`src/hdl/utf8_codepoint_decoder_assert.svh`:
```
// Assertion macros for the UTF-8 code point decoder.
// Used by modules that carry concurrent checks; expects i_clk and i_rst_n in scope.
`ifndef UTF8_CODEPOINT_DECODER_ASSERT_SVH
`define UTF8_CODEPOINT_DECODER_ASSERT_SVH
`ifndef SYNTHESIS
// Checked only outside reset
`define U8D_ASSERT(lbl, prop, msg) \
    lbl: assert property (@(posedge i_clk) disable iff (!i_rst_n) prop) \
        else $error(msg);
// Checked on every edge, reset included
`define U8D_ASSERT_RST(lbl, prop, msg) \
    lbl: assert property (@(posedge i_clk) prop) else $error(msg);
`else
`define U8D_ASSERT(lbl, prop, msg)
`define U8D_ASSERT_RST(lbl, prop, msg)
`endif
`endif

```
`src/hdl/u8d_pkg.sv`:
```
// Shared types and constants of the UTF-8 code point decoder.
// No dependencies.
`timescale 1ns / 1ps
`default_nettype none

package u8d_pkg;

    // Replacement character U+FFFD
    localparam logic [20:0] C_REPLACEMENT = 21'h00FFFD;
    // Default depth of the queue between front and back
    localparam int C_QUEUE_DEPTH = 4;
    // Decode window: up to three held bytes plus one new byte
    localparam int C_WIN_DEPTH = 4;

    // Classification masks and patterns
    localparam logic [7:0] C_MASK_2  = 8'hE0;
    localparam logic [7:0] C_LEAD_2  = 8'hC0;
    localparam logic [7:0] C_MASK_3  = 8'hF0;
    localparam logic [7:0] C_LEAD_3  = 8'hE0;
    localparam logic [7:0] C_MASK_4  = 8'hF8;
    localparam logic [7:0] C_LEAD_4  = 8'hF0;
    localparam logic [7:0] C_MASK_CT = 8'hC0;
    localparam logic [7:0] C_CONT    = 8'h80;

    // Sequence length codes: zero marks a byte that cannot start a sequence
    localparam logic [2:0] C_LEN_BAD = 3'd0;
    localparam logic [2:0] C_LEN_1   = 3'd1;
    localparam logic [2:0] C_LEN_2   = 3'd2;
    localparam logic [2:0] C_LEN_3   = 3'd3;
    localparam logic [2:0] C_LEN_4   = 3'd4;

    // One classified byte
    typedef struct packed {
        logic [7:0] data;
        logic [2:0] len;
        logic       cont;
    } t_byte_info;

    // One queue entry: classified byte plus end-of-text flag
    typedef struct packed {
        t_byte_info info;
        logic       last;
    } t_q_entry;

endpackage

`default_nettype wire

```
`src/hdl/u8d_front.sv`:
```
// Front stage: accepts text bytes, classifies them and pushes them into the queue.
// Depends on u8d_pkg.
`timescale 1ns / 1ps
`default_nettype none

module u8d_front (
    input  wire logic              i_clk,
    input  wire logic              i_rst_n,
    input  wire logic              i_valid,
    output logic                   o_stall,
    input  wire logic [7:0]        i_text_byte,
    input  wire logic              i_end_of_text,
    input  wire logic              i_q_full,
    output logic                   o_q_push,
    output u8d_pkg::t_q_entry      o_q_data
);

    logic                  r_valid;
    logic                  n_valid;
    u8d_pkg::t_q_entry     r_entry;
    u8d_pkg::t_q_entry     n_entry;
    logic                  w_accept;

    // Handshake
    assign o_stall  = r_valid && i_q_full;
    assign w_accept = i_valid && !o_stall;
    assign o_q_push = r_valid && !i_q_full;
    assign o_q_data = r_entry;

    // Classify the incoming byte
    always_comb begin
        n_entry.info.data = i_text_byte;
        n_entry.last      = i_end_of_text;
        n_entry.info.cont = (i_text_byte & u8d_pkg::C_MASK_CT) == u8d_pkg::C_CONT;
        priority if (!i_text_byte[7]) begin
            n_entry.info.len = u8d_pkg::C_LEN_1;
        end else if ((i_text_byte & u8d_pkg::C_MASK_2) == u8d_pkg::C_LEAD_2) begin
            n_entry.info.len = u8d_pkg::C_LEN_2;
        end else if ((i_text_byte & u8d_pkg::C_MASK_3) == u8d_pkg::C_LEAD_3) begin
            n_entry.info.len = u8d_pkg::C_LEN_3;
        end else if ((i_text_byte & u8d_pkg::C_MASK_4) == u8d_pkg::C_LEAD_4) begin
            n_entry.info.len = u8d_pkg::C_LEN_4;
        end else begin
            n_entry.info.len = u8d_pkg::C_LEN_BAD;
        end
    end

    // Stage occupancy
    always_comb begin
        priority if (w_accept) begin
            n_valid = 1'b1;
        end else if (o_q_push) begin
            n_valid = 1'b0;
        end else begin
            n_valid = r_valid;
        end
    end

    always_ff @(posedge i_clk) begin
        if (!i_rst_n) begin
            r_valid <= 1'b0;
        end else begin
            r_valid <= n_valid;
        end
    end

    always_ff @(posedge i_clk) begin
        if (w_accept) begin
            r_entry <= n_entry;
        end
    end

endmodule

`default_nettype wire

```
`src/hdl/u8d_queue.sv`:
```
// Short register queue between the front and back stages of the decoder.
// Depends on u8d_pkg for the entry type.
`timescale 1ns / 1ps
`default_nettype none

module u8d_queue #(
    parameter int DEPTH = u8d_pkg::C_QUEUE_DEPTH
) (
    input  wire logic              i_clk,
    input  wire logic              i_rst_n,
    input  wire logic              i_push,
    input  wire u8d_pkg::t_q_entry i_data,
    output logic                   o_full,
    input  wire logic              i_pop,
    output logic                   o_valid,
    output u8d_pkg::t_q_entry      o_data
);

    localparam int AW = (DEPTH > 1) ? $clog2(DEPTH) : 1;
    localparam int CW = $clog2(DEPTH + 1);
    localparam logic [AW-1:0] LAST_PTR = AW'(DEPTH - 1);
    localparam logic [CW-1:0] FULL_CNT = CW'(DEPTH);

    u8d_pkg::t_q_entry r_mem [DEPTH];
    logic [AW-1:0]     r_wr;
    logic [AW-1:0]     r_rd;
    logic [CW-1:0]     r_cnt;
    logic [AW-1:0]     n_wr;
    logic [AW-1:0]     n_rd;
    logic [CW-1:0]     n_cnt;

    assign o_full  = r_cnt == FULL_CNT;
    assign o_valid = r_cnt != '0;
    assign o_data  = r_mem[r_rd];

    // Pointer and count update
    always_comb begin
        n_wr  = r_wr;
        n_rd  = r_rd;
        n_cnt = r_cnt;
        if (i_push) begin
            n_wr = (r_wr == LAST_PTR) ? '0 : r_wr + AW'(1);
        end
        if (i_pop) begin
            n_rd = (r_rd == LAST_PTR) ? '0 : r_rd + AW'(1);
        end
        unique case ({i_push, i_pop})
            2'b10:   n_cnt = r_cnt + CW'(1);
            2'b01:   n_cnt = r_cnt - CW'(1);
            default: n_cnt = r_cnt;
        endcase
    end

    always_ff @(posedge i_clk) begin
        if (!i_rst_n) begin
            r_wr  <= '0;
            r_rd  <= '0;
            r_cnt <= '0;
        end else begin
            r_wr  <= n_wr;
            r_rd  <= n_rd;
            r_cnt <= n_cnt;
        end
    end

    // Storage
    always_ff @(posedge i_clk) begin
        if (i_push) begin
            r_mem[r_wr] <= i_data;
        end
    end

endmodule

`default_nettype wire

```
`src/hdl/u8d_back.sv`:
```
// Back stage: decode window over held bytes, one result per cycle into an output register unless stalled.
// Depends on u8d_pkg and utf8_codepoint_decoder_assert.svh.
`timescale 1ns / 1ps
`default_nettype none

`include "utf8_codepoint_decoder_assert.svh"

module u8d_back (
    input  wire logic              i_clk,
    input  wire logic              i_rst_n,
    input  wire logic              i_q_valid,
    input  wire u8d_pkg::t_q_entry i_q_data,
    output logic                   o_q_pop,
    output logic                   o_valid,
    input  wire logic              i_stall,
    output logic [20:0]            o_code_point,
    output logic                   o_is_replacement,
    output logic                   o_run_last,
    output logic                   o_text_done
);

    localparam int WIN = u8d_pkg::C_WIN_DEPTH;
    localparam int IW  = $clog2(WIN);

    // Window state
    u8d_pkg::t_byte_info r_buf [WIN];
    u8d_pkg::t_byte_info n_buf [WIN];
    logic [2:0]          r_cnt;
    logic [2:0]          n_cnt;
    logic                r_busy;
    logic                r_last;

    // Output register
    logic                r_ovalid;
    logic                n_ovalid;
    logic [20:0]         r_cp;
    logic                r_repl;
    logic                r_run_last;
    logic                r_text_done;

    // Working signals
    u8d_pkg::t_byte_info w_buf [WIN];
    logic [2:0]          w_cnt;
    logic                w_last;
    logic                w_out_free;
    logic                w_go;
    logic                w_bad;
    logic                w_emit;
    logic [2:0]          w_shift;
    logic [20:0]         w_cp;
    logic                w_repl;
    logic                w_bad2;
    logic                w_more;

    assign w_out_free = !r_ovalid || !i_stall;
    assign w_go       = (r_busy || i_q_valid) && w_out_free;
    assign o_q_pop    = !r_busy && i_q_valid && w_out_free;

    // Window: held bytes with the new byte appended when starting an item
    always_comb begin
        w_last = r_busy ? r_last : i_q_data.last;
        w_cnt  = r_busy ? r_cnt : r_cnt + 3'd1;
        for (int i = 0; i < WIN; i++) begin
            w_buf[i] = (!r_busy && r_cnt == 3'(i)) ? i_q_data.info : r_buf[i];
        end
    end

    // Continuation check on the bytes of the leading sequence that are present
    always_comb begin
        w_bad = 1'b0;
        for (int j = 1; j < WIN; j++) begin
            if (3'(j) < w_buf[0].len && 3'(j) < w_cnt && !w_buf[j].cont) begin
                w_bad = 1'b1;
            end
        end
    end

    // Decode the sequence at the head of the window
    always_comb begin
        w_emit  = 1'b0;
        w_shift = 3'd0;
        w_cp    = u8d_pkg::C_REPLACEMENT;
        w_repl  = 1'b1;
        priority if (w_buf[0].len == u8d_pkg::C_LEN_1) begin
            w_emit  = 1'b1;
            w_shift = 3'd1;
            w_cp    = {13'd0, w_buf[0].data};
            w_repl  = 1'b0;
        end else if (w_buf[0].len == u8d_pkg::C_LEN_BAD || w_bad) begin
            w_emit  = 1'b1;
            w_shift = 3'd1;
        end else if (w_cnt >= w_buf[0].len) begin
            w_emit  = 1'b1;
            w_shift = w_buf[0].len;
            w_repl  = 1'b0;
            unique case (w_buf[0].len)
                u8d_pkg::C_LEN_2: w_cp = {10'd0, w_buf[0].data[4:0], w_buf[1].data[5:0]};
                u8d_pkg::C_LEN_3: w_cp = {5'd0, w_buf[0].data[3:0], w_buf[1].data[5:0],
                                          w_buf[2].data[5:0]};
                default:          w_cp = {w_buf[0].data[2:0], w_buf[1].data[5:0],
                                          w_buf[2].data[5:0], w_buf[3].data[5:0]};
            endcase
        end else if (w_last) begin
            // text ends inside a sequence
            w_emit  = 1'b1;
            w_shift = 3'd1;
        end else begin
            // incomplete sequence: hold it
            w_emit  = 1'b0;
            w_shift = 3'd0;
        end
    end

    // Window after consuming the head sequence
    always_comb begin
        logic [2:0] idx;
        n_cnt = w_cnt - w_shift;
        for (int i = 0; i < WIN; i++) begin
            idx = 3'(i) + w_shift;
            n_buf[i] = (idx < 3'(WIN)) ? w_buf[idx[IW-1:0]] : w_buf[i];
        end
    end

    // Look ahead: does the remaining window give another result for this item
    always_comb begin
        w_bad2 = 1'b0;
        for (int j = 1; j < WIN; j++) begin
            if (3'(j) < n_buf[0].len && 3'(j) < n_cnt && !n_buf[j].cont) begin
                w_bad2 = 1'b1;
            end
        end
        w_more = w_emit && (n_cnt != 3'd0)
              && (n_buf[0].len <= u8d_pkg::C_LEN_1 || w_bad2
                  || n_cnt >= n_buf[0].len || w_last);
    end

    // Output register occupancy
    always_comb begin
        priority if (w_go && w_emit) begin
            n_ovalid = 1'b1;
        end else if (!i_stall) begin
            n_ovalid = 1'b0;
        end else begin
            n_ovalid = r_ovalid;
        end
    end

    // Control state
    always_ff @(posedge i_clk) begin
        if (!i_rst_n) begin
            r_cnt    <= 3'd0;
            r_busy   <= 1'b0;
            r_ovalid <= 1'b0;
        end else begin
            r_ovalid <= n_ovalid;
            if (w_go) begin
                r_cnt  <= n_cnt;
                r_busy <= w_more;
            end
        end
    end

    // Payload state
    always_ff @(posedge i_clk) begin
        if (w_go) begin
            r_last <= w_last;
            for (int i = 0; i < WIN; i++) begin
                r_buf[i] <= n_buf[i];
            end
        end
        if (w_go && w_emit) begin
            r_cp        <= w_cp;
            r_repl      <= w_repl;
            r_run_last  <= !w_more;
            r_text_done <= !w_more && w_last;
        end
    end

    assign o_valid          = r_ovalid;
    assign o_code_point     = r_cp;
    assign o_is_replacement = r_repl;
    assign o_run_last       = r_run_last;
    assign o_text_done      = r_text_done;

    // Checks
    `U8D_ASSERT_RST(a_reset_clears, !i_rst_n |=> (!r_busy && !r_ovalid && r_cnt == 3'd0), "reset did not clear decoder state")
    `U8D_ASSERT(a_held_limit, !r_busy |-> (r_cnt <= 3'd3), "more than three bytes held between items")
    `U8D_ASSERT(a_busy_nonempty, r_busy |-> (r_cnt != 3'd0), "busy with an empty window")
    `U8D_ASSERT(a_text_end_flush, (w_go && !w_more && w_last) |=> (r_cnt == 3'd0), "bytes left after end of text")
    `U8D_ASSERT(a_done_is_run_last, (r_ovalid && r_text_done) |-> r_run_last, "text done without run last")

endmodule

`default_nettype wire

```
`src/hdl/utf8_codepoint_decoder.sv`:
```
// UTF-8 decoder: one byte per cycle while o_stall is low, into U+FFFD-substituting code points.
// An accepted byte passes the front register and the queue before its first result is written to the output register.
// Throughput: one result per cycle while i_stall is low; a byte causes 1 to 4 results, or none
// when it only extends a held sequence, and the next byte is popped after its last result.
// Reset: synchronous, active low; clears held bytes count, queue and output valid.
// Depends on u8d_pkg, u8d_front, u8d_queue, u8d_back.
`timescale 1ns / 1ps
`default_nettype none

module utf8_codepoint_decoder #(
    parameter int QUEUE_DEPTH = u8d_pkg::C_QUEUE_DEPTH
) (
    input  wire logic        i_clk,
    input  wire logic        i_rst_n,
    input  wire logic        i_valid,
    output logic             o_stall,
    input  wire logic [7:0]  i_text_byte,
    input  wire logic        i_end_of_text,
    output logic             o_valid,
    input  wire logic        i_stall,
    output logic [20:0]      o_code_point,
    output logic             o_is_replacement,
    output logic             o_run_last,
    output logic             o_text_done
);

    logic              w_push;
    logic              w_full;
    logic              w_pop;
    logic              w_q_valid;
    u8d_pkg::t_q_entry w_push_data;
    u8d_pkg::t_q_entry w_pop_data;

    u8d_front u_front (
        .i_clk         (i_clk),
        .i_rst_n       (i_rst_n),
        .i_valid       (i_valid),
        .o_stall       (o_stall),
        .i_text_byte   (i_text_byte),
        .i_end_of_text (i_end_of_text),
        .i_q_full      (w_full),
        .o_q_push      (w_push),
        .o_q_data      (w_push_data)
    );

    u8d_queue #(
        .DEPTH (QUEUE_DEPTH)
    ) u_queue (
        .i_clk   (i_clk),
        .i_rst_n (i_rst_n),
        .i_push  (w_push),
        .i_data  (w_push_data),
        .o_full  (w_full),
        .i_pop   (w_pop),
        .o_valid (w_q_valid),
        .o_data  (w_pop_data)
    );

    u8d_back u_back (
        .i_clk            (i_clk),
        .i_rst_n          (i_rst_n),
        .i_q_valid        (w_q_valid),
        .i_q_data         (w_pop_data),
        .o_q_pop          (w_pop),
        .o_valid          (o_valid),
        .i_stall          (i_stall),
        .o_code_point     (o_code_point),
        .o_is_replacement (o_is_replacement),
        .o_run_last       (o_run_last),
        .o_text_done      (o_text_done)
    );

endmodule

`default_nettype wire
```
`config.mk`:
```
export PLATFORM = sky130hd
export DESIGN_NAME = utf8_codepoint_decoder
export DESIGN_NICKNAME = d
export VERILOG_FILES = /design/src/hdl/u8d_pkg.sv /design/src/hdl/u8d_front.sv /design/src/hdl/u8d_queue.sv /design/src/hdl/u8d_back.sv /design/src/hdl/utf8_codepoint_decoder.sv
export VERILOG_INCLUDE_DIRS = /design/src /design/src/hdl
export SDC_FILE = /design/constraint.sdc
export NUM_CORES = 1
export LEC_CHECK = 0
export BUFFER_PORTS_ARGS = -buffer_cell sky130_fd_sc_hd__buf_2
export CAP_MARGIN = 20
export CORE_ASPECT_RATIO = 1.1
export CORE_UTILIZATION = 45
export CTS_CLUSTER_DIAMETER = 30
export DETAILED_ROUTE_END_ITERATION = 10
export REMOVE_ABC_BUFFERS = 1
export SETUP_SLACK_MARGIN = 0.15
export SLEW_MARGIN = 20
export SYNTH_ARGS = -nofsm -noshare
export SYNTH_HDL_FRONTEND = slang
export SYNTH_SLANG_ARGS = --single-unit
```
`constraint.sdc`:
```
create_clock -name i_clk -period 7.8 [get_ports i_clk]
set_input_delay 0.39 -clock i_clk [delete_from_list [all_inputs] [get_ports i_clk]]
set_output_delay 0.39 -clock i_clk [all_outputs]
set_load 0.01 [all_outputs]
```
Word-level counts from Yosys, hierarchy flattened
Memories as Yosys holds them, arrays and structs flattened. A register that Yosys moved wholly into a read port is not among the register bits.
Index checks and enable logic that the tools add are counted.
W data, S select, Z words.
{ "op_classes": {"n_bitwise": 6, "n_lt_le_gt_ge": 23, "addsub": 9, "n_eq_ne": 16, "muxes": 58, "reduce_logical": 52} }
{ "op_table": {"columns": ["operator", "n"], "rows": [
  ["$mux W12", 16],
  ["$bmux W12 S2", 4],
  ["$pmux W21 S2", 1],
  ["$mux W16", 2],
  ["$logic_and A1 B1 Y1", 26],
  ["$lt A2 B3 Y1 const A", 8],
  ["$mux W1", 22],
  ["$mux W3", 5],
  ["$eq A3 B2 Y1 const B", 4],
  ["$ge A3 B3 Y1 const B", 4],
  ["$logic_not A1 Y1", 12],
  ["$lt A1 B3 Y1 const A", 4],
  ["$lt A3 B3 Y1 const B", 4],
  ["$mux W2", 6],
  ["$not A2 Y3", 4],
  ["$eq A2 B2 Y1 const B", 4],
  ["$mux W8", 1],
  ["$add A2 B3 Y3 const A", 2],
  ["$add A3 B1 Y3 const B", 2],
  ["$eq A3 B1 Y1 const B", 2],
  ["$eq A3 B3 Y1 const B", 2],
  ["$ge A3 B3 Y1", 2],
  ["$logic_not A3 Y1", 2],
  ["$logic_or A1 B1 Y1", 6],
  ["other kinds (14)", 19]
]} }
{ "totals": {"elab_cells": 185, "in_bits": 13, "output_inout_bits": 26, "regBits": 51, "memories": 2, "ramBits": 100} }
{ "memory_table": {"columns": ["memory", "words", "width", "rd", "rd_clocked_by_memory_dff", "write_ports", "line_no", "text"], "rows": [
  ["u_queue.r_mem", 4, 13, 1, 1, 1, "u8d_queue.sv:24", "u8d_pkg::t_q_entry r_mem [DEPTH];"],
  ["u_back.r_buf", 4, 12, 4, 0, 4, "u8d_back.sv:26", "u8d_pkg::t_byte_info r_buf [WIN];"]
]} }

Longest topological paths before layout
Gate-level depths: netlist (run 1).
{ "depth": {"ltp_word": 29, "ltp_mapped": 26, "mapped_depth_nobuf": 22} }

By module
From an unflattened synthesis (run 1), not the netlist that was laid out.
{ "unflattened": {"cells_unflattened": 743, "hier_area_um2": 8604.5} }
{ "modules_own_cells": {"columns": ["module", "area_each_um2", "cells_per_inst", "n_inst", "seq_area_each_um2"], "rows": [
  ["u8d_back", 5781.8, 604, 1, 2292.2],
  ["u8d_queue", 2347.3, 114, 1, 1741.7],
  ["u8d_front", 475.5, 25, 1, 410.4]
]} }

Worst setup path before layout (run 1)
OpenSTA, ideal clock, no wires.
{ "synth_timing": {"kind": "register to register", "startpoint": "register u_back.r_cnt[0]", "endpoint": "register u_back.r_busy", "setup_time_ns": 0.120, "period_less_slack_ns": 5.743, "n_path_buf": 5, "stages_incl_launch_ff": 27, "arrival_time_ns": 5.623, "path_slack_ns": 2.057, "t_required_ns": 7.680, "path_cell_list": "dfxtp_1 inv_1 ha_1 nor3b_4 mux2i_4 inv_2 buf_2 ha_1 nand2b_1 o21ai_0 o21ai_2 a211oi_2 and3_1 buf_6 inv_2 buf_2 buf_2 buf_2 ha_1 fa_1 xnor2_1 xor2_1 ha_1 nor2b_1 a2111oi_2 o221ai_1 o31a_1"} }
{ "synth_between": {"elab_cells_between_ends": 96, "cone_classes": "5 x add/sub; 19 x order compare; 4 x eq/ne; 33 x mux; 4 x bitwise; 31 x reduce/logical"} }
{ "synth_rtl": {"columns": ["item", "line_no", "text"], "rows": [
  ["start: declaration", "u8d_back.sv:28", "logic [2:0] r_cnt;"],
  ["start signal: assignment", "u8d_back.sv:157", "r_cnt <= n_cnt;"],
  ["branches (longest 12 deep; another with $add A3 B1 Y3)", null, null],
  ["$sub A3 B3 Y3 (*)", "u8d_back.sv:117", "n_cnt = w_cnt - w_shift;"],
  ["named net u_back.n_cnt[2]", "u8d_back.sv:29", "logic [2:0] n_cnt;"],
  ["$lt A1 B3 Y1", "u8d_back.sv:128", "if (3'(j) < n_buf[0].len && 3'(j) < n_cnt && !n_buf[j].cont) begin"],
  ["$logic_and A1 B1 Y1 (2 in series)", "u8d_back.sv:128", null],
  ["$mux W1 (3 in series)", "u8d_back.sv:128", null],
  ["$logic_or A1 B1 Y1", "u8d_back.sv:133", "&& (n_buf[0].len <= u8d_pkg::C_LEN_1 || w_bad2"],
  ["$logic_or A1 B1 Y1 (2 in series)", "u8d_back.sv:134", "|| n_cnt >= n_buf[0].len || w_last);"],
  ["$logic_and A1 B1 Y1 (*)", "u8d_back.sv:133", null],
  ["end signal: assignment", "u8d_back.sv:158", "r_busy <= w_more;"],
  ["end: declaration", "u8d_back.sv:30", "logic r_busy;"]
]} }
Mark *: on every way through the listed nets, which the timed path passes. The select of a mux whose other input is x is not followed.
A chain may end at the register's enable or synchronous reset.

Worst setup path in the final report (run 1)
Same ends and word-level chain as after synthesis.

==> reports/results.txt, run 1 <==
Initial DRC Count - 573
Area Overhead vs Synth - 11.0%
Skew final - 0.00920 ns
Period utilization - 0.844
Port-buffer cells - 38
Nets - 814
Main flop type after synthesis - edfxtp_1
Count leader, synth - edfxtp_1
Clock Tree Root - clkbuf_16
Die Y-Extent - 147 um
Vias - 6327
Buf+Inv Stages, Crit Path - 6
Total Routed Length - 22.0 mm
Critical path's top delay family - compound AO/OA/AOI/OAI gates
Register bit total from synthesis - 153
CP startpoint kind - register
Setup Fix Bufs, Post-CTS - 0
Global route overflow - 0
CP max stage cell - mux2i_4
Clk_lat worst skew - 0.43 ns
Synthesized area - 0.00854 mm2
Multi-input logic area - 0.00380 mm2
Max Transition Viols Final - 0
Final WS setup - 1.22 ns
Diode count - 0
CTS clk-pin slew, worst paths - 0.07 ns
Seq/Total Area, Yosys - 0.520
Fin crit period - 6.58 ns
First drt pass iteration count - 5
Row cnt - 52
Synth warnings - 0
TritonCTS clock tree - yes
Layout Utilization - 0.513
Maximum clock frequency - 152 MHz
Core Region - 0.0185 mm2
Wire per inst - 21.2 um
Ys async rst share - 0
DIE AREA - 0.0195 mm2
Unrepaired setup endpoints after global routing - no
Fillers - 1640
Worst slack at placement - 1.31 ns
Area leader, netlist - edfxtp_1
Crit path max fanout - 26
WP data arrival - 6.91 ns
Status - complete, no violations
Slew HR - 0.289
Post-DP HPWL - 14.7 mm
CP Cell Sequence - inv_1 > ha_1 > nor3b_4 > buf_4 > mux2i_4 > inv_2 > ha_1 > nand2b_1 > o21ai_0 > o21ai_2 > nand2_1 > a21oi_1 > buf_4 > nand2_1 > buf_4 > inv_1 > fa_1 > xnor2_1 > xor2_1 > ha_1 > nor2b_1 > a2111oi_2 > o221ai_1 > o31a_1
Top cells by count, synth - edfxtp_1, nand2_1, nor2_1
H-tree lvl count - 4
Largest net degree at the start of global routing - 55
First-pass GRT wire length - 34.1 mm
EDFF count, synth - 138
Worst Hold Class - primary input to register
Final GP Congestion - 0.878
Hold Buf Count CTS - 0
WP data required - 8.12 ns
I/O pin cnt - 39
Share of the synthesized area in the top cell type - 0.485
Setup CP Type - register to register
Vias per inst - 6.12
Post_cts resized - 0
Vias in the first global route - 6144
Cells after Synth - 754
Starting Density - 0.462
CTS Sinks - 153
Max cap viols - 0
Setup TNS - 0 ns
Number of CTS-inserted buffers - 17
Final setup fails - 0
Die X - 133 um
Tightest Pin Transition - 1.06 ns
Share of cells above drive strength 1 - 0.172
Worst setup EP type - register
Ranking of synthesized cells by area - edfxtp_1, mux2i_1, mux2_2
Total Routing Usage GR - 0.230
# DRC - 0
Mean Syn Cell Area - 11.3 um2
Max incr delay on CP - 0.75 ns
FF/Latch Area - 0.00444 mm2
Clock Path Buffers - 2
ANT nets after route - 0
Antenna violations before repair - 0
Synth cell types - 65
Final count of hold timing violations - 0
==> metal layers <==
metal	vias to the layer above	wire length (um)	track usage
li1	2917	-	-
met1	3098	9120	0.288
met2	265	10800	0.392
met3	47	1440	0.0417
met4	0	600	0.0949
met5	-	0	0
==> worst reg2reg max path, cell delays in order (launching register included) <==
cell and delay [ns]:
dfxtp_1 0.37, inv_1 0.12, ha_1 0.22, nor3b_4 0.18, buf_4 0.32, mux2i_4 0.75, inv_2 0.29, ha_1 0.36
nand2b_1 0.16, o21ai_0 0.34, o21ai_2 0.16, nand2_1 0.12, a21oi_1 0.05, buf_4 0.19, nand2_1 0.08, buf_4 0.24
inv_1 0.21, fa_1 0.44, xnor2_1 0.20, xor2_1 0.38, ha_1 0.30, nor2b_1 0.13, a2111oi_2 0.36, o221ai_1 0.23
o31a_1 0.27
==> registers in the layout, summed over array words and instances, names as in the netlist, named ones only <==
register                 flops
u_queue.r_rd                 2
u_back.r_last                1
u_back.r_buf                48
u_back.o_code_point         21
u_front.o_q_data            13
u_back.r_cnt                 3
u_queue.r_cnt                3
u_queue.r_wr                 2
u_queue.r_mem               52
u_front.r_valid              1
u_back.o_valid               1
u_back.o_is_replacement      1
u_back.o_text_done           1
u_back.o_run_last            1
u_back.r_busy                1
==> stage by stage <==
step,hold slack (ns),std cells,area (um2)
2_1_floorplan,0.459,708,8330
3_3_place_gp,0.471,1002,8930
3_5_place_dp,0.487,1002,8930
4_1_cts,0.120,1034,9480
5_1_grt,0.120,1034,9480
6_report,0.135,1034,9480
==> layout make-up <==
class,count,share of cell area
clock buffers,18,0.0453
clock inverters,14,0.0121
inverters,26,0.0103
multi-input cells,529,0.401
flip-flops and latches,153,0.469
well taps,243,0.0321
repair buffers,51,0.0304
==> layout by cell type, fill, tap and decap left out, types with 4 or more instances in the layout <==
master and count:
a222oi_1 7, a211oi_1 15, ha_1 21, nor2_1 67, clkbuf_16 17, and2_1 8, o211a_1 4, o211ai_1 9
buf_2 38, nand3_1 7, o21a_1 4, clkinv_4 5, a21oi_1 60, nor3_1 12, nor2b_1 6, edfxtp_1 138
a21boi_0 4, xor2_1 5, buf_4 13, nand2_1 69, mux2_2 27, nor3b_1 4, mux2i_1 58, dfxtp_1 15
a22oi_1 6, and3_1 9, inv_1 24, o21ai_0 46, mux4_2 13, o221ai_1 8, nand2b_1 6
==> cell families after synthesis <==
group | after synthesis | synth area share
AND/OR/NAND/NOR | 208 | 0.115
AO/OA/AOI/OAI | 192 | 0.145
flip-flops | 153 | 0.520
multiplexers | 99 | 0.140
buffers and inverters | 72 | 0.0365
adder cells (fa/ha/maj) | 23 | 0.0354
XOR/XNOR | 7 | 0.00718
==> final timing paths <==
check	startpoint	depth (start not counted)	to	slack, ns
min reg2reg	u_front.o_q_data[7]$_DFFE_PP_	0	u_queue.r_mem[3][7]$_DFFE_PP_	0.50
min	i_text_byte[2]	1	u_front.o_q_data[7]$_DFFE_PP_	0.13
max	u_back.r_cnt[0]$_SDFFE_PN0P_	24	u_back.r_busy$_SDFFE_PN0P_	1.22
max reg2reg	u_back.r_cnt[0]$_SDFFE_PN0P_	24	u_back.r_busy$_SDFFE_PN0P_	1.22
Power of run 1 is not shown: default switching activity piles up to over one toggle a cycle in this logic, so the estimate is an artifact.
==> inputs of run 2 (changes only) <==
Clock period 7.8 ns to 5.8 ns, I/O delays scaled along.
==> reports/results.txt, run 2 (same netlist as run 1, synthesis figures left out) <==
Status - complete, no violations
Global route overflow - 0 (unchanged)
R2R setup slack - 0.51 ns (-0.70 ns)
TritonCTS clock tree - yes
Clock Path Buffers - 2 (unchanged)
Worst setup EP type - register
H-tree lvl count - 4 (unchanged)
Tightest Pin Transition - 1.09 ns (+0.0286 ns)
ANT nets after route - 0 (unchanged)
Port-buffer cells - 38 (unchanged)
Fillers - 1635 (-0.30%)
Max Transition Viols Final - 0 (unchanged)
Max cap viols - 0 (unchanged)
Commonest non-fill, non-tap cell in the layout - edfxtp_1
Initial DRC Count - 488 (-15%)
Largest Register - u_queue.r_mem
CP startpoint kind - register
Post-DP HPWL - 14.8 mm (+0.45%)
# DRC - 0 (unchanged)
CTS Sinks - 153 (unchanged)
Multi-input logic area - 0.00382 mm2 (+0.36%)
Top sig layer - met4
Slew HR - 0.266 (-0.0236)
Die X - 133 um (unchanged)
Layout Utilization - 0.520 (+0.00704)
Wire per inst - 21.1 um (-0.82%)
Crit path max fanout - 13 (-50%)
RR Endpoint - u_back.r_busy$_SDFFE_PN0P_
Number of CTS-inserted buffers - 17 (unchanged)
Worst reg2reg path depth - 21 (-13%)
Worst Hold Class - primary input to register
Met3 wire length - 1.08 mm (-25%)
Max reg flops - 52 (unchanged)
Fin crit period - 5.29 ns (-1.30 ns)
Vias - 6201 (-2.0%)
Skew final - 0.0161 ns (+0.00692 ns)
First drt pass iteration count - 7 (+2)
Total Routed Length - 22.1 mm (+0.71%)
Setup CP Type - register to register
Total Routing Usage GR - 0.234 (+0.00364)
Hold Path Sink - u_front.o_q_data[6]$_DFFE_PP_
Die Y-Extent - 147 um (unchanged)
Clock Tree Root - clkbuf_16
DIE AREA - 0.0195 mm2 (unchanged)
Area Overhead vs Synth - 12.5%
First-pass GRT wire length - 34.3 mm (+0.65%)
HP Start - i_text_byte[1]
Reg-to-reg startpoint - u_back.r_cnt[0]$_SDFFE_PN0P_
Largest net degree at the start of global routing - 55 (unchanged)
M1 wire length - 9.60 mm (+5.3%)
Final GP Congestion - 0.892 (+1.6%)
Antenna violations before repair - 0 (unchanged)
Vias in the first global route - 6152 (+0.13%)
CTS clk-pin slew, worst paths - 0.07 ns (about the same)
WP data arrival - 5.60 ns (-1.31 ns)
WHS Path Cells - 1 (unchanged)
Clk_lat worst skew - 0.43 ns (about the same)
Maximum clock frequency - 189 MHz (+25%)
Vias per inst - 5.91 (-3.5%)
Diode count - 0 (unchanged)
Final setup fails - 0 (unchanged)
I/O pin cnt - 39 (unchanged)
Unrepaired setup endpoints after global routing - no
Row cnt - 52 (unchanged)
Nets - 830 (+2.0%)
FF/Latch Area - 0.00444 mm2 (unchanged)
WP data required - 6.11 ns (-2.01 ns)
Setup TNS - 0 ns (unchanged)
Period utilization - 0.911 (+0.0672)
Most frequent cells in the layout - edfxtp_1, nand2_1, nor2_1
Final count of hold timing violations - 0 (unchanged)
Core Region - 0.0185 mm2 (unchanged)
Met2 routed WL - 10.7 mm (-1.3%)
Starting Density - 0.462 (unchanged)
Share of cells above drive strength 1 - 0.192 (+0.0201)
==> run 2: cell types whose count changed in the layout (fill, tap and decap cells not counted), sizes merged <==
cell / previous run / this run
buf: 51 / 67
clkinv: 8 / 4
clkinvlp: 1 / 3
inv: 31 / 33
==> run 2: worst max path at each step <==
stage                                  from                          to  slack (ns)
4_1_cts        u_back.r_cnt[0]$_SDFFE_PN0P_  u_back.r_busy$_SDFFE_PN0P_        0.37
5_1_grt        u_back.r_cnt[0]$_SDFFE_PN0P_  u_back.r_busy$_SDFFE_PN0P_        0.17
3_5_place_dp   u_back.r_cnt[0]$_SDFFE_PN0P_  u_back.r_busy$_SDFFE_PN0P_        0.38
2_1_floorplan                      register  u_back.r_busy$_SDFFE_PN0P_       -1.36
6_report       u_back.r_cnt[0]$_SDFFE_PN0P_  u_back.r_busy$_SDFFE_PN0P_        0.51
3_3_place_gp   u_back.r_cnt[0]$_SDFFE_PN0P_  u_back.r_busy$_SDFFE_PN0P_        0.62
==> run 2: worst max-delay path: stages (launching register included) <==
cell and delay, ns:
dfxtp_1 0.36, inv_1 0.12, ha_1 0.21, nor3b_4 0.27, buf_4 0.31, mux2i_1 0.33, buf_4 0.19, inv_1 0.08
ha_1 0.23, and2_1 0.22, a211oi_2 0.27, and3_1 0.23, inv_2 0.05, ha_1 0.18, fa_1 0.37, xnor2_1 0.26
xor2_2 0.27, ha_1 0.28, nor2b_1 0.14, a2111oi_2 0.34, o221ai_1 0.21, o31a_1 0.26
==> run 2: cell type report <==
cell class                 instances  area share
multi-input combinational        529       0.397
clock buffer                      18      0.0446
timing repair buffer              67      0.0424
clock inverter                    14      0.0116
tap                              243      0.0316
sequential                       153       0.462
inverter                          26      0.0102
==> run 2: timing repair <==
item / 4_1_cts / 5_1_grt
endpoints found under the hold margin: 0 / 0
gates resized for setup: 0 / 3
buffers inserted: 0 / 2
setup endpoints to repair: 0 / 2
hold buffers: 0 / 0
==> run 2: per-layer routing <==
metal | GRT usage | up-vias
li1 | - | 2932
met1 | 0.302 | 3015
met2 | 0.383 | 199
met3 | 0.0403 | 55
met4 | 0.110 | 0
met5 | 0 | -
==> run 2: per-stage QoR <==
stage	cells	cell area, um2	hold WS [ns]	worst slack (ns)
2_1_floorplan	708	8330	0.389	-1.36
3_3_place_gp	1016	9040	0.469	0.619
3_5_place_dp	1016	9040	0.469	0.384
4_1_cts	1048	9580	0.0260	0.373
5_1_grt	1050	9610	0.0281	0.167
6_report	1050	9610	0.0433	0.514
Power of run 2 is left out for the same reason.
==> inputs of run 3 (changes only) <==
Clock period 5.8 ns to 5.3 ns, I/O delays scaled along.
==> reports/results.txt, run 3 (same netlist as run 1, synthesis figures left out) <==
Status - complete, no violations
Critical path's top delay family - adder cells
DIE AREA - 0.0195 mm2 (unchanged)
WHS Path Cells - 1 (unchanged)
Clock Tree Root - clkbuf_16
Clk_lat worst skew - 0.42 ns (about the same)
Die X - 133 um (unchanged)
Initial DRC Count - 564 (+16%)
HP Start - i_text_byte[0]
Skew final - 0.00712 ns (-0.00900 ns)
Reg-to-reg startpoint - u_back.r_cnt[1]$_SDFFE_PN0P_
Fin crit period - 4.94 ns (-0.341 ns)
Global route overflow - 0 (unchanged)
Row cnt - 52 (unchanged)
Fillers - 1645 (+0.61%)
Largest net degree at the start of global routing - 55 (unchanged)
Vias per inst - 5.94 (+0.52%)
# DRC - 0 (unchanged)
WHS - 0.0128 ns (-0.0305 ns)
Buf+Inv Stages, Crit Path - 4 (-1)
DP Area - 0.00904 mm2 (unchanged)
RR Endpoint - u_back.r_busy$_SDFFE_PN0P_
CP max stage cell - fa_1
Die Y-Extent - 147 um (unchanged)
Max incr delay on CP - 0.37 ns (about the same)
CP startpoint kind - register
Period utilization - 0.933 (+0.0216)
TritonCTS clock tree - yes
Worst slack at placement - 0.133 ns (-0.251 ns)
Nets - 838 (+0.96%)
Starting Density - 0.462 (unchanged)
Slew HR - 0.308 (+0.0423)
Core Region - 0.0185 mm2 (unchanged)
Post-DP HPWL - 14.8 mm (+0.32%)
Clock Path Buffers - 2 (unchanged)
Unrepaired setup endpoints after global routing - no
Total Routing Usage GR - 0.235 (+0.000549)
Final count of hold timing violations - 0 (unchanged)
Antenna violations before repair - 0 (unchanged)
Final setup fails - 0 (unchanged)
Worst reg2reg path depth - 21 (unchanged)
Largest Register - u_queue.r_mem
Final WS setup - 0.355 ns (-0.159 ns)
Vias in the first global route - 6274 (+2.0%)
Share of cells above drive strength 1 - 0.203 (+0.0106)
Max reg flops - 52 (unchanged)
First drt pass iteration count - 5 (-2)
Worst setup EP type - register
Most frequent cells in the layout - edfxtp_1, nand2_1, nor2_1
Port-buffer cells - 38 (unchanged)
WP data arrival - 5.26 ns (-0.34 ns)
Diode count - 0 (unchanged)
First-pass GRT wire length - 34.6 mm (+0.66%)
Total Routed Length - 22.2 mm (+0.21%)
Maximum clock frequency - 202 MHz (+6.9%)
H-tree lvl count - 4 (unchanged)
Setup TNS - 0 ns (unchanged)
Vias - 6275 (+1.2%)
CTS clk-pin slew, worst paths - 0.07 ns (about the same)
CTS Sinks - 153 (unchanged)
Setup CP Type - register to register
Hold Path Sink - u_front.o_q_data[5]$_DFFE_PP_
CP Cell Sequence - inv_1 > ha_2 > nor3b_4 > buf_4 > buf_12 > mux2i_4 > ha_2 > a31oi_4 > o21ai_2 > a211oi_2 > and3_1 > inv_2 > ha_1 > fa_1 > xnor2_1 > xor2_1 > ha_1 > nor2b_1 > a2111oi_2 > o221ai_2 > o31a_1
Final instance area - 0.00974 mm2 (+1.4%)
ANT nets after route - 0 (unchanged)
WP data required - 5.61 ns (-0.50 ns)
Max Transition Viols Final - 0 (unchanged)
Number of CTS-inserted buffers - 17 (unchanged)
Tightest Pin Transition - 1.03 ns (-0.0628 ns)
Final GP Congestion - 0.932 (+4.6%)
Max cap viols - 0 (unchanged)
Wire per inst - 21.0 um (-0.46%)
I/O pin cnt - 39 (unchanged)
R2R setup slack - 0.36 ns (-0.16 ns)
Area Overhead vs Synth - 14.0%
Worst Hold Class - primary input to register
Crit path max fanout - 13 (unchanged)
Commonest non-fill, non-tap cell in the layout - edfxtp_1
-- run 3: worst register-to-register path, delay by kind of cell, from the launching register on --
kind            cells  cell delay (ns)
compound gates      6             1.27
buf+inv             4             0.51
simple gates        3             0.63
xor+xnor            2             0.42
mux                 1             0.28
flops               1             0.35
fa+ha+maj           5             1.39
-- run 3: worst max-delay path by stage --
stage / start / to / slack [ns] / cells after the start
floorplan: register / u_back.r_busy$_SDFFE_PN0P_ / -1.86 / 19
CTS: u_back.r_cnt[0]$_SDFFE_PN0P_ / u_back.r_busy$_SDFFE_PN0P_ / 0.16 / 21
finish: u_back.r_cnt[1]$_SDFFE_PN0P_ / u_back.r_busy$_SDFFE_PN0P_ / 0.36 / 21
global route: u_back.r_cnt[1]$_SDFFE_PN0P_ / u_back.r_busy$_SDFFE_PN0P_ / 0.11 / 21
global placement: u_back.r_cnt[0]$_SDFFE_PN0P_ / u_back.r_busy$_SDFFE_PN0P_ / 0.29 / 21
detailed placement: u_back.r_cnt[0]$_SDFFE_PN0P_ / u_back.r_busy$_SDFFE_PN0P_ / 0.13 / 20
-- run 3: layer usage --
layer  wire [um]  vias to the layer above  GRT usage
met1        9620                     3062      0.300
li1            -                     2946          -
met4         636                        0      0.106
met2       10800                      218      0.384
met5           0                        -          0
met3        1100                       49     0.0462
-- run 3: cell type report --
type | count | area [um2] | share of cell area
clock buffer | 17 | 425 | 0.0437
clock inverter | 14 | 123 | 0.0126
inverter | 26 | 103 | 0.0105
multi-input combinational | 529 | 3860 | 0.396
sequential | 153 | 4440 | 0.456
tap | 243 | 304 | 0.0312
timing repair buffer | 75 | 485 | 0.0498
-- run 3: repair_timing --
action | in CTS | in global routing
setup endpoints to repair | 1 | 3
hold endpoints to repair | 1 | 1
pin swaps | 0 | 4
hold buffers | 1 | 1
resized for setup | 3 | 16
buffers inserted | 0 | 8
-- run 3: per-stage QoR --
stage | instances | utilization
2_1_floorplan | 708 | -
3_3_place_gp | 1016 | 0.489
3_5_place_dp | 1016 | 0.489
4_1_cts | 1048 | 0.520
5_1_grt | 1057 | 0.527
6_report | 1057 | 0.527
Power of run 3 is left out for the same reason.
